==> config.mk <==
export PLATFORM = sky130hd
export DESIGN_NAME = selective_repeat_sender
export DESIGN_NICKNAME = d
export VERILOG_FILES = /design/src/rtl/srs_pkg.sv /design/src/rtl/srs_mem.sv /design/src/rtl/srs_obuf.sv /design/src/rtl/srs_seq.sv /design/src/rtl/selective_repeat_sender.sv
export SDC_FILE = /design/constraint.sdc
export NUM_CORES = 2
export LEC_CHECK = 0
export BUFFER_PORTS_ARGS = -buffer_cell sky130_fd_sc_hd__buf_2
export CORE_MARGIN = 5
export CORE_UTILIZATION = 29
export DETAILED_ROUTE_END_ITERATION = 16
export HOLD_SLACK_MARGIN = 0.03
export SLEW_MARGIN = 20
export SYNTH_ARGS = -nofsm -noshare
export SYNTH_HDL_FRONTEND = slang
export SYNTH_SLANG_ARGS = --single-unit
==> constraint.sdc <==
create_clock -name clk -period 10.72 [get_ports clk]
set_clock_uncertainty 0.05 [all_clocks]
set_input_delay 0.536 -clock clk [delete_from_list [all_inputs] [get_ports clk]]
set_output_delay 0.536 -clock clk [all_outputs]
set_load 0.05 [all_outputs]
==> src/rtl/srs_pkg.sv <==
`default_nettype none

package srs_pkg;

  // Field and register widths
  localparam int FRAME_COUNT_W = 8;
  localparam int WIN_LEN_W     = 5;
  localparam int TIMEOUT_W     = 16;
  localparam int SEQ_W         = 8;
  localparam int KIND_W        = 2;
  localparam int CFG_INDEX_W   = 2;
  localparam int CFG_DATA_W    = 16;

  // Result kinds
  localparam logic [KIND_W-1:0] KIND_NEW    = 2'd0;
  localparam logic [KIND_W-1:0] KIND_RETX   = 2'd1;
  localparam logic [KIND_W-1:0] KIND_STATUS = 2'd2;

  // Input operations
  localparam logic OP_TICK = 1'b0;
  localparam logic OP_ACK  = 1'b1;

  // Register indexes
  localparam logic [CFG_INDEX_W-1:0] REG_FRAME_COUNT   = 2'd0;
  localparam logic [CFG_INDEX_W-1:0] REG_WIN_LEN       = 2'd1;
  localparam logic [CFG_INDEX_W-1:0] REG_TIMEOUT_TICKS = 2'd2;

  // Register reset values
  localparam logic [FRAME_COUNT_W-1:0] FRAME_COUNT_RST = 8'd0;
  localparam logic [WIN_LEN_W-1:0]     WIN_LEN_RST     = 5'd4;
  localparam logic [TIMEOUT_W-1:0]     TIMEOUT_RST     = 16'd3;

  typedef struct packed {
    logic             op;
    logic [SEQ_W-1:0] ack_seq;
  } in_item_t;

  typedef struct packed {
    logic [KIND_W-1:0] kind;
    logic [SEQ_W-1:0]  frame_seq;
    logic              last;
    logic              all_done;
  } out_item_t;

  typedef struct packed {
    logic [FRAME_COUNT_W-1:0] frame_count;
    logic [WIN_LEN_W-1:0]     win_len;
    logic [TIMEOUT_W-1:0]     timeout_ticks;
  } cfg_t;

  // Sequencer to output buffer
  typedef struct packed {
    logic              push;
    logic              close;
    logic [KIND_W-1:0] kind;
    logic [SEQ_W-1:0]  frame_seq;
    logic              all_done;
  } obuf_cmd_t;

  // Output buffer to sequencer
  typedef struct packed {
    logic push_ok;
    logic close_ok;
  } obuf_stat_t;

endpackage

`default_nettype wire

==> src/rtl/srs_mem.sv <==
`default_nettype none

module srs_mem #(
  parameter int DEPTH = 128,
  parameter int AW    = 7,
  parameter int DW    = 18
) (
  input  wire logic          clk,
  input  wire logic          wr_en,
  input  wire logic [AW-1:0] wr_addr,
  input  wire logic [DW-1:0] wr_data,
  input  wire logic          rd_en,
  input  wire logic [AW-1:0] rd_addr,
  output logic [DW-1:0]      rd_data
);

  logic [DW-1:0] store_r [DEPTH];
  logic [DW-1:0] rd_data_r;

  // Write port
  always_ff @(posedge clk) begin
    if (wr_en) begin
      store_r[wr_addr] <= wr_data;
    end
  end

  // Registered read port, holds its data until the next read
  always_ff @(posedge clk) begin
    if (rd_en) begin
      rd_data_r <= store_r[rd_addr];
    end
  end

  assign rd_data = rd_data_r;

endmodule

`default_nettype wire

==> src/rtl/srs_obuf.sv <==
`default_nettype none

module srs_obuf
  import srs_pkg::*;
(
  input  wire logic       clk,
  input  wire logic       rst_n,
  input  wire obuf_cmd_t  cmd,
  output obuf_stat_t      stat,
  output logic            out_valid,
  input  wire logic       out_stall,
  output out_item_t       out_data
);

  logic              pend_v_r, pend_v_nxt;
  logic [KIND_W-1:0] pend_kind_r, pend_kind_nxt;
  logic [SEQ_W-1:0]  pend_seq_r, pend_seq_nxt;
  logic              out_v_r, out_v_nxt;
  out_item_t         out_r, out_nxt;
  logic              out_free;

  assign out_free      = !out_v_r || !out_stall;
  assign stat.push_ok  = !pend_v_r || out_free;
  assign stat.close_ok = out_free;

  // Hold the latest send back until the next one or the end of the item sets last
  always_comb begin
    pend_v_nxt    = pend_v_r;
    pend_kind_nxt = pend_kind_r;
    pend_seq_nxt  = pend_seq_r;
    out_v_nxt     = out_v_r && out_stall;
    out_nxt       = out_r;
    if (cmd.push && stat.push_ok) begin
      if (pend_v_r) begin
        out_v_nxt = 1'b1;
        out_nxt   = '{kind: pend_kind_r, frame_seq: pend_seq_r, last: 1'b0,
                      all_done: cmd.all_done};
      end
      pend_v_nxt    = 1'b1;
      pend_kind_nxt = cmd.kind;
      pend_seq_nxt  = cmd.frame_seq;
    end else if (cmd.close && stat.close_ok) begin
      out_v_nxt  = 1'b1;
      pend_v_nxt = 1'b0;
      if (pend_v_r) begin
        out_nxt = '{kind: pend_kind_r, frame_seq: pend_seq_r, last: 1'b1,
                    all_done: cmd.all_done};
      end else begin
        out_nxt = '{kind: KIND_STATUS, frame_seq: '0, last: 1'b1,
                    all_done: cmd.all_done};
      end
    end
  end

  // Valid flags
  always_ff @(posedge clk) begin
    if (!rst_n) begin
      pend_v_r <= 1'b0;
      out_v_r  <= 1'b0;
    end else begin
      pend_v_r <= pend_v_nxt;
      out_v_r  <= out_v_nxt;
    end
  end

  // Payload
  always_ff @(posedge clk) begin
    pend_kind_r <= pend_kind_nxt;
    pend_seq_r  <= pend_seq_nxt;
    out_r       <= out_nxt;
  end

  assign out_valid = out_v_r;
  assign out_data  = out_r;

endmodule

`default_nettype wire

==> src/rtl/srs_seq.sv <==
`default_nettype none

module srs_seq
  import srs_pkg::*;
#(
  parameter int MAX_FRAME_SLOTS = 128,
  parameter int MAX_WINDOW      = 16,
  parameter int STAMP_BITS      = 16,
  parameter int IDX_W           = 7,
  parameter int DW              = 18
) (
  input  wire logic             clk,
  input  wire logic             rst_n,
  input  wire cfg_t             cfg,
  input  wire logic             in_valid,
  output logic                  in_stall,
  input  wire in_item_t         in_data,
  output logic                  mem_we,
  output logic [IDX_W-1:0]      mem_waddr,
  output logic [DW-1:0]         mem_wdata,
  output logic                  mem_re,
  output logic [IDX_W-1:0]      mem_raddr,
  input  wire logic [DW-1:0]    mem_rdata,
  output obuf_cmd_t             cmd,
  input  wire obuf_stat_t       stat
);

  localparam int CNT_W  = $clog2(MAX_FRAME_SLOTS + 1);
  localparam int WIN_W  = $clog2(MAX_WINDOW + 1);
  localparam int CC_W   = (CNT_W > FRAME_COUNT_W) ? CNT_W : FRAME_COUNT_W;
  localparam int WC_W   = (WIN_W > WIN_LEN_W) ? WIN_W : WIN_LEN_W;
  localparam int TO_W   = (STAMP_BITS > TIMEOUT_W) ? STAMP_BITS : TIMEOUT_W;
  localparam int SUM_W  = ((CNT_W > WIN_W) ? CNT_W : WIN_W) + 1;
  localparam logic [IDX_W-1:0] LAST_SLOT = IDX_W'(MAX_FRAME_SLOTS - 1);

  typedef enum logic [2:0] {
    S_CLEAR,
    S_IDLE,
    S_SCAN,
    S_ACK_CHK,
    S_SLIDE_RD,
    S_SLIDE,
    S_CLOSE
  } state_t;

  state_t                  state_r, state_nxt;
  logic [CNT_W-1:0]        idx_r, idx_nxt;
  logic [CNT_W-1:0]        end_r, end_nxt;
  logic [CNT_W-1:0]        base_r, base_nxt;
  logic [STAMP_BITS-1:0]   tick_r, tick_nxt;
  logic [IDX_W-1:0]        clr_r, clr_nxt;
  logic [IDX_W-1:0]        ack_idx_r, ack_idx_nxt;

  logic [CNT_W-1:0]        eff_count;
  logic [WIN_W-1:0]        eff_win;
  logic [SUM_W-1:0]        win_sum;
  logic [CNT_W-1:0]        end_calc;
  logic                    in_accept;
  logic                    ack_in_range;
  logic                    e_acked;
  logic                    e_sent;
  logic [STAMP_BITS-1:0]   e_stamp;
  logic [STAMP_BITS-1:0]   age;
  logic                    retx_due;
  logic                    send_due;
  logic [CNT_W-1:0]        idx_inc;
  logic [CNT_W-1:0]        base_inc;
  logic [CNT_W:0]          seq_full;

  // Saturate the configured count and window
  always_comb begin
    if (CC_W'(cfg.frame_count) > CC_W'(MAX_FRAME_SLOTS)) begin
      eff_count = CNT_W'(MAX_FRAME_SLOTS);
    end else begin
      eff_count = CNT_W'(cfg.frame_count);
    end
    if (WC_W'(cfg.win_len) > WC_W'(MAX_WINDOW)) begin
      eff_win = WIN_W'(MAX_WINDOW);
    end else begin
      eff_win = WIN_W'(cfg.win_len);
    end
  end

  // Scan limit: window end or frame count, whichever is lower
  assign win_sum  = SUM_W'(base_r) + SUM_W'(eff_win);
  assign end_calc = (win_sum < SUM_W'(eff_count)) ? CNT_W'(win_sum) : eff_count;

  assign in_stall     = (state_r != S_IDLE);
  assign in_accept    = in_valid && !in_stall;
  assign ack_in_range = (in_data.ack_seq != '0) &&
                        (CC_W'(in_data.ack_seq) <= CC_W'(eff_count));

  // Unpack the entry from the last memory read
  assign e_acked  = mem_rdata[DW-1];
  assign e_sent   = mem_rdata[DW-2];
  assign e_stamp  = mem_rdata[STAMP_BITS-1:0];
  assign age      = tick_r - e_stamp;
  assign retx_due = TO_W'(age) >= TO_W'(cfg.timeout_ticks);
  assign send_due = !e_acked && (!e_sent || retx_due);

  assign idx_inc  = idx_r + CNT_W'(1);
  assign base_inc = base_r + CNT_W'(1);
  assign seq_full = {1'b0, idx_r} + (CNT_W + 1)'(1);

  always_comb begin
    state_nxt    = state_r;
    idx_nxt      = idx_r;
    end_nxt      = end_r;
    base_nxt     = base_r;
    tick_nxt     = tick_r;
    clr_nxt      = clr_r;
    ack_idx_nxt  = ack_idx_r;
    mem_we       = 1'b0;
    mem_waddr    = clr_r;
    mem_wdata    = '0;
    mem_re       = 1'b0;
    mem_raddr    = base_r[IDX_W-1:0];
    cmd.push     = 1'b0;
    cmd.close    = 1'b0;
    cmd.kind     = e_sent ? KIND_RETX : KIND_NEW;
    cmd.frame_seq = SEQ_W'(seq_full);
    cmd.all_done = (base_r >= eff_count);

    case (state_r)
      // Zero every entry after reset
      S_CLEAR: begin
        mem_we = 1'b1;
        if (clr_r == LAST_SLOT) begin
          state_nxt = S_IDLE;
        end else begin
          clr_nxt = clr_r + IDX_W'(1);
        end
      end

      // Take an item and, where it needs one, start its first memory read
      S_IDLE: begin
        if (in_accept) begin
          if (in_data.op == OP_TICK) begin
            tick_nxt = tick_r + STAMP_BITS'(1);
            if (base_r < end_calc) begin
              mem_re    = 1'b1;
              mem_raddr = base_r[IDX_W-1:0];
              idx_nxt   = base_r;
              end_nxt   = end_calc;
              state_nxt = S_SCAN;
            end else begin
              state_nxt = S_CLOSE;
            end
          end else if (ack_in_range) begin
            mem_re      = 1'b1;
            mem_raddr   = IDX_W'(in_data.ack_seq - SEQ_W'(1));
            ack_idx_nxt = IDX_W'(in_data.ack_seq - SEQ_W'(1));
            state_nxt   = S_ACK_CHK;
          end else begin
            state_nxt = S_SLIDE_RD;
          end
        end
      end

      // Bar a stall, one slot per cycle: send or resend, restamp, read next
      S_SCAN: begin
        cmd.push = send_due;
        if (!send_due || stat.push_ok) begin
          if (send_due) begin
            mem_we    = 1'b1;
            mem_waddr = idx_r[IDX_W-1:0];
            mem_wdata = {1'b0, 1'b1, tick_r};
          end
          if (idx_inc < end_r) begin
            mem_re    = 1'b1;
            mem_raddr = idx_inc[IDX_W-1:0];
            idx_nxt   = idx_inc;
          end else begin
            state_nxt = S_CLOSE;
          end
        end
      end

      // Mark the acknowledged frame, keep its sent bit and stamp
      S_ACK_CHK: begin
        if (!e_acked) begin
          mem_we    = 1'b1;
          mem_waddr = ack_idx_r;
          mem_wdata = {1'b1, mem_rdata[DW-2:0]};
        end
        state_nxt = S_SLIDE_RD;
      end

      S_SLIDE_RD: begin
        if (base_r < eff_count) begin
          mem_re    = 1'b1;
          mem_raddr = base_r[IDX_W-1:0];
          state_nxt = S_SLIDE;
        end else begin
          state_nxt = S_CLOSE;
        end
      end

      // Advance base past acked frames
      S_SLIDE: begin
        if (e_acked) begin
          base_nxt = base_inc;
          if (base_inc < eff_count) begin
            mem_re    = 1'b1;
            mem_raddr = base_inc[IDX_W-1:0];
          end else begin
            state_nxt = S_CLOSE;
          end
        end else begin
          state_nxt = S_CLOSE;
        end
      end

      // Finish the item: flush the held send or emit a status result
      S_CLOSE: begin
        cmd.close = 1'b1;
        if (stat.close_ok) begin
          state_nxt = S_IDLE;
        end
      end

      default: begin
        state_nxt = S_IDLE;
      end
    endcase
  end

  always_ff @(posedge clk) begin
    if (!rst_n) begin
      state_r <= S_CLEAR;
      base_r  <= '0;
      tick_r  <= '0;
      clr_r   <= '0;
    end else begin
      state_r <= state_nxt;
      base_r  <= base_nxt;
      tick_r  <= tick_nxt;
      clr_r   <= clr_nxt;
    end
    idx_r     <= idx_nxt;
    end_r     <= end_nxt;
    ack_idx_r <= ack_idx_nxt;
  end

endmodule

`default_nettype wire

==> src/rtl/selective_repeat_sender.sv <==
// Tick item: scan the window from the base, then close; the scan takes one frame slot per cycle
//   unless the output stalls it, set by the single read port of the frame store.
// Ack item: mark the frame, slide the base past acked frames, then close; an out-of-range ack skips the marking.
// Results leave through an output register; a new item is taken while one waits there.
// Reset (rst_n low, synchronous) clears base and tick count, then a clearing pass zeroes all
//   MAX_FRAME_SLOTS entries of the frame store; no item is taken until it ends.
`default_nettype none

module selective_repeat_sender
  import srs_pkg::*;
#(
  parameter int MAX_FRAME_SLOTS = 128,
  parameter int MAX_WINDOW      = 16,
  parameter int STAMP_BITS      = 16
) (
  input  wire logic                   clk,
  input  wire logic                   rst_n,
  input  wire logic                   in_valid,
  output logic                        in_stall,
  input  wire in_item_t               in_data,
  output logic                        out_valid,
  input  wire logic                   out_stall,
  output out_item_t                   out_data,
  input  wire logic                   cfg_we,
  input  wire logic [CFG_INDEX_W-1:0] cfg_index,
  input  wire logic [CFG_DATA_W-1:0]  cfg_wdata
);

  localparam int IDX_W = $clog2(MAX_FRAME_SLOTS);
  localparam int DW    = STAMP_BITS + 2;

  cfg_t             cfg_r, cfg_nxt;
  logic             mem_we;
  logic [IDX_W-1:0] mem_waddr;
  logic [DW-1:0]    mem_wdata;
  logic             mem_re;
  logic [IDX_W-1:0] mem_raddr;
  logic [DW-1:0]    mem_rdata;
  obuf_cmd_t        cmd;
  obuf_stat_t       stat;

  // Decode register writes; unknown indexes drop
  always_comb begin
    cfg_nxt = cfg_r;
    if (cfg_we) begin
      case (cfg_index)
        REG_FRAME_COUNT:   cfg_nxt.frame_count   = cfg_wdata[FRAME_COUNT_W-1:0];
        REG_WIN_LEN:       cfg_nxt.win_len       = cfg_wdata[WIN_LEN_W-1:0];
        REG_TIMEOUT_TICKS: cfg_nxt.timeout_ticks = cfg_wdata[TIMEOUT_W-1:0];
        default: begin
          cfg_nxt = cfg_r;
        end
      endcase
    end
  end

  always_ff @(posedge clk) begin
    if (!rst_n) begin
      cfg_r <= '{frame_count: FRAME_COUNT_RST, win_len: WIN_LEN_RST,
                 timeout_ticks: TIMEOUT_RST};
    end else begin
      cfg_r <= cfg_nxt;
    end
  end

  srs_seq #(
    .MAX_FRAME_SLOTS (MAX_FRAME_SLOTS),
    .MAX_WINDOW      (MAX_WINDOW),
    .STAMP_BITS      (STAMP_BITS),
    .IDX_W           (IDX_W),
    .DW              (DW)
  ) u_seq (
    .clk       (clk),
    .rst_n     (rst_n),
    .cfg       (cfg_r),
    .in_valid  (in_valid),
    .in_stall  (in_stall),
    .in_data   (in_data),
    .mem_we    (mem_we),
    .mem_waddr (mem_waddr),
    .mem_wdata (mem_wdata),
    .mem_re    (mem_re),
    .mem_raddr (mem_raddr),
    .mem_rdata (mem_rdata),
    .cmd       (cmd),
    .stat      (stat)
  );

  srs_mem #(
    .DEPTH (MAX_FRAME_SLOTS),
    .AW    (IDX_W),
    .DW    (DW)
  ) u_mem (
    .clk     (clk),
    .wr_en   (mem_we),
    .wr_addr (mem_waddr),
    .wr_data (mem_wdata),
    .rd_en   (mem_re),
    .rd_addr (mem_raddr),
    .rd_data (mem_rdata)
  );

  srs_obuf u_obuf (
    .clk       (clk),
    .rst_n     (rst_n),
    .cmd       (cmd),
    .stat      (stat),
    .out_valid (out_valid),
    .out_stall (out_stall),
    .out_data  (out_data)
  );

endmodule

`default_nettype wire

==> impl_metrics.ini <==
[timing]
setup_viol = 0
worst_slew_pin_slew_ps = 1292
period_needed_ps = 9593
slew-limit-headroom = 0.1384
hold_viol_final = 0
timing.final.ws_setup_ps = 1127
rsz0062_at_grt = no
period_share = 0.8949
slew_viol_final = 0
fmaxAchievable_mhz = 104.2

[synth]
synth-edff-count = 2366
synth_area_leaders = edfxtp_1, nand2_1, nand3_1, mux2i_1, dfxtp_1
syn_area_per_cell_um2 = 12.84
ys_warn_count = 0
postSynthCellCount = 7730
async_reset_ff_frac = 0
yosysSeqAreaShare = 0.7292
synth_top_flop_cell = edfxtp_1
synth_top_area_cell = edfxtp_1
synthTopCellsByCount = edfxtp_1, nand2_1, nand3_1
ys_types = 83
syn_area_um2 = 99220
netlist.area_leader.share = 0.7161
synth_seq_cells = 2431
synthesis.nets = 7850
yosys.cell_count.top_type = edfxtp_1

[cts]
htreeDepth = 4
cts.clk_slew.worst_paths_ps = 70
clk_latency_ps = 940
post_cts_resized = 0
cts_tree = done
cts-root-buf = clkbuf_16
clockBufferDepth = 4
post-cts-setup-buffers = 0
cts_sinks = 2431
postCtsHoldBufs = 24
cts_buffers = 248

[flow_run]
maxCapViolations = 0

[final_layout]
area_growth_pct = 14.82
fill_cells = 32770
regArea_um2 = 72350
multi_input_area_um2 = 25040
layout-drive-gt1-share = 0.1007
post-route-util = 0.3348
final_nets = 7970

[die]
io_pins = 46
start_util = 0.2915
fp.dieW_um = 594.9
rows = 214
die_y_um = 594.9
die-area_um2 = 353900
core_um2 = 340300

[worst_hold_path]
min_path_type = primary input to flip-flop

[placed_design]
routabilityCongestion = 0.8766
post-place-ws_ps = 1363
dp_hpwl_mm = 179.4
placement.io_buffers = 45

[global_routing]
grt_antenna_before_repair = 12
grt_usage = 0.1623
grt_max_degree = 156
overflow = 0
first_global_vias = 61770
grt_pass1_wl_mm = 434.9

[critical_path]
cp_num_buf_inv = 3
crit_fanout = 58
endpoint_kind = flip-flop
path_common_cell = o21ai_0
cp.arrival_ps = 10160
cp_data_required_time_ps = 11290
worst_setup_path_start_kind = flip-flop
max_stage_delay_ps = 1060
criticalPathCategory = flip-flop to flip-flop
cpMaxStageDelayCell = a2111oi_0
crit_family = compound AO/OA/AOI/OAI gates

[drt]
dr.pass1.iters = 6
routed_wl_mm = 299.7
via_per_inst = 5.171
drtIter0Drc = 8691
ant_nets = 0
avgRoutedWirePerCell_um = 23.82
drcViolationCount = 0
num_vias = 65070

[pwr]
clock_power_share = 0.445
power_density_nw_per_um2 = 166.3
irDropWorstVdd_mv = 0.1566
cellLeakagePower_nw = 38.55
p_comb_frac = 0.011
pwr-share-seq = 0.544
swShare = 0.2007
total_power_mw = 18.94
internal_power_mw = 15.14
p_switching_mw = 3.801

[run_status]
outcome = finished clean
[registers in the layout, summed over array words and instances, names as in the netlist, 7 cells and up]
register	cells
u_seq.clr_r	7
u_seq.base_r	8
u_obuf.pend_seq_r	8
cfg_r	29
u_seq.idx_r	8
u_seq.end_r	8
u_seq.ack_idx_r	7
u_mem.rd_data	18
u_mem.store_r	2304
u_obuf.out_data	12
u_seq.tick_r	16
[metrics by stage]
step	instances	area [um^2]	hold slack, ps	setup TNS (ps)
after global routing	12580	113900	64.65	0
after global placement	12110	105700	412.4	-18.88
after CTS	12580	113800	64.51	0
final	12580	113900	76.01	0
after floorplan	7730	99220	386.5	-47400
after detailed placement	12110	105800	416.6	0
[area by class of cell]
cell class                 count  area share
antenna                        5   0.0001098
clock buffer                 300     0.05636
multi-input combinational   4762      0.2198
clock inverter               143     0.01216
inverter                      73    0.002405
timing repair buffer         334     0.02427
sequential                  2431      0.6351
tap                         4536     0.04982
[worst paths after layout]
kind / slack [ps] / cells past startpoint / to / start
max: 1130 / 29 / u_mem.rd_data[17] / u_seq.tick_r[2]
min: 80 / 2 / cfg_r[18] / rst_n
max reg2reg: 1130 / 29 / u_mem.rd_data[17] / u_seq.tick_r[2]
min reg2reg: 420 / 2 / cfg_r[10] / cfg_r[10]
[cell families after synthesis]
group / share of synthesized area
compound gates: 0.04748
xor+xnor: 0.004502
fa+ha+maj: 0.01125
buf+inv: 0.02291
flops: 0.7292
mux: 0.01647
simple gates: 0.1682
[metal layers]
metal	vias to the layer above	GRT usage	wire [um]
met5	-	0	0
met4	0	0.06527	13120
met3	548	0.03339	28870
met2	3252	0.2510	135500
met1	32700	0.2235	122300
li1	28570	-	-
[worst register-to-register path: cells and delay by family (launching register included)]
| family | cells | cell delay, ps |
|---|---|---|
| AND/OR/NAND/NOR | 7 | 1740 |
| buffers and inverters | 3 | 1350 |
| AO/OA/AOI/OAI | 17 | 5020 |
| adder cells (fa/ha/maj) | 2 | 670 |
| flip-flops | 1 | 510 |
[cell usage in the layout, fill, tap and decap left out, types with 22 or more instances in the layout]
cell / count
a211oi_1: 31
a21boi_0: 56
a21oi_1: 107
a311oi_1: 40
a31oi_1: 129
and2_1: 29
and3_1: 51
buf_2: 45
buf_4: 242
bufinv_16: 22
clkbuf_1: 50
clkbuf_16: 248
clkinv_1: 49
clkinv_2: 45
dfxtp_1: 65
dlygate4sd3_1: 24
edfxtp_1: 2366
ha_1: 86
inv_1: 72
mux2i_1: 161
nand2_1: 2166
nand3_1: 1064
nand4_1: 136
nor2_1: 171
nor2_2: 41
nor2b_1: 45
o21a_1: 22
o21ai_0: 38
xnor2_1: 35
[power by group through the flow]
| stage | clock network (mW) | logic, mW | registers, mW |
|---|---|---|---|
| finish | 8.42 | 0.210 | 10.3 |
| global route | 8.93 | 0.219 | 10.3 |
| CTS | 8.54 | 0.204 | 10.3 |
| detailed placement | 0 | 0.196 | 10.5 |
| global placement | 0 | 0.192 | 10.5 |
| floorplan | 0 | 0.101 | 10.5 |
No activity file was read; power rests on OpenSTA's default activity.
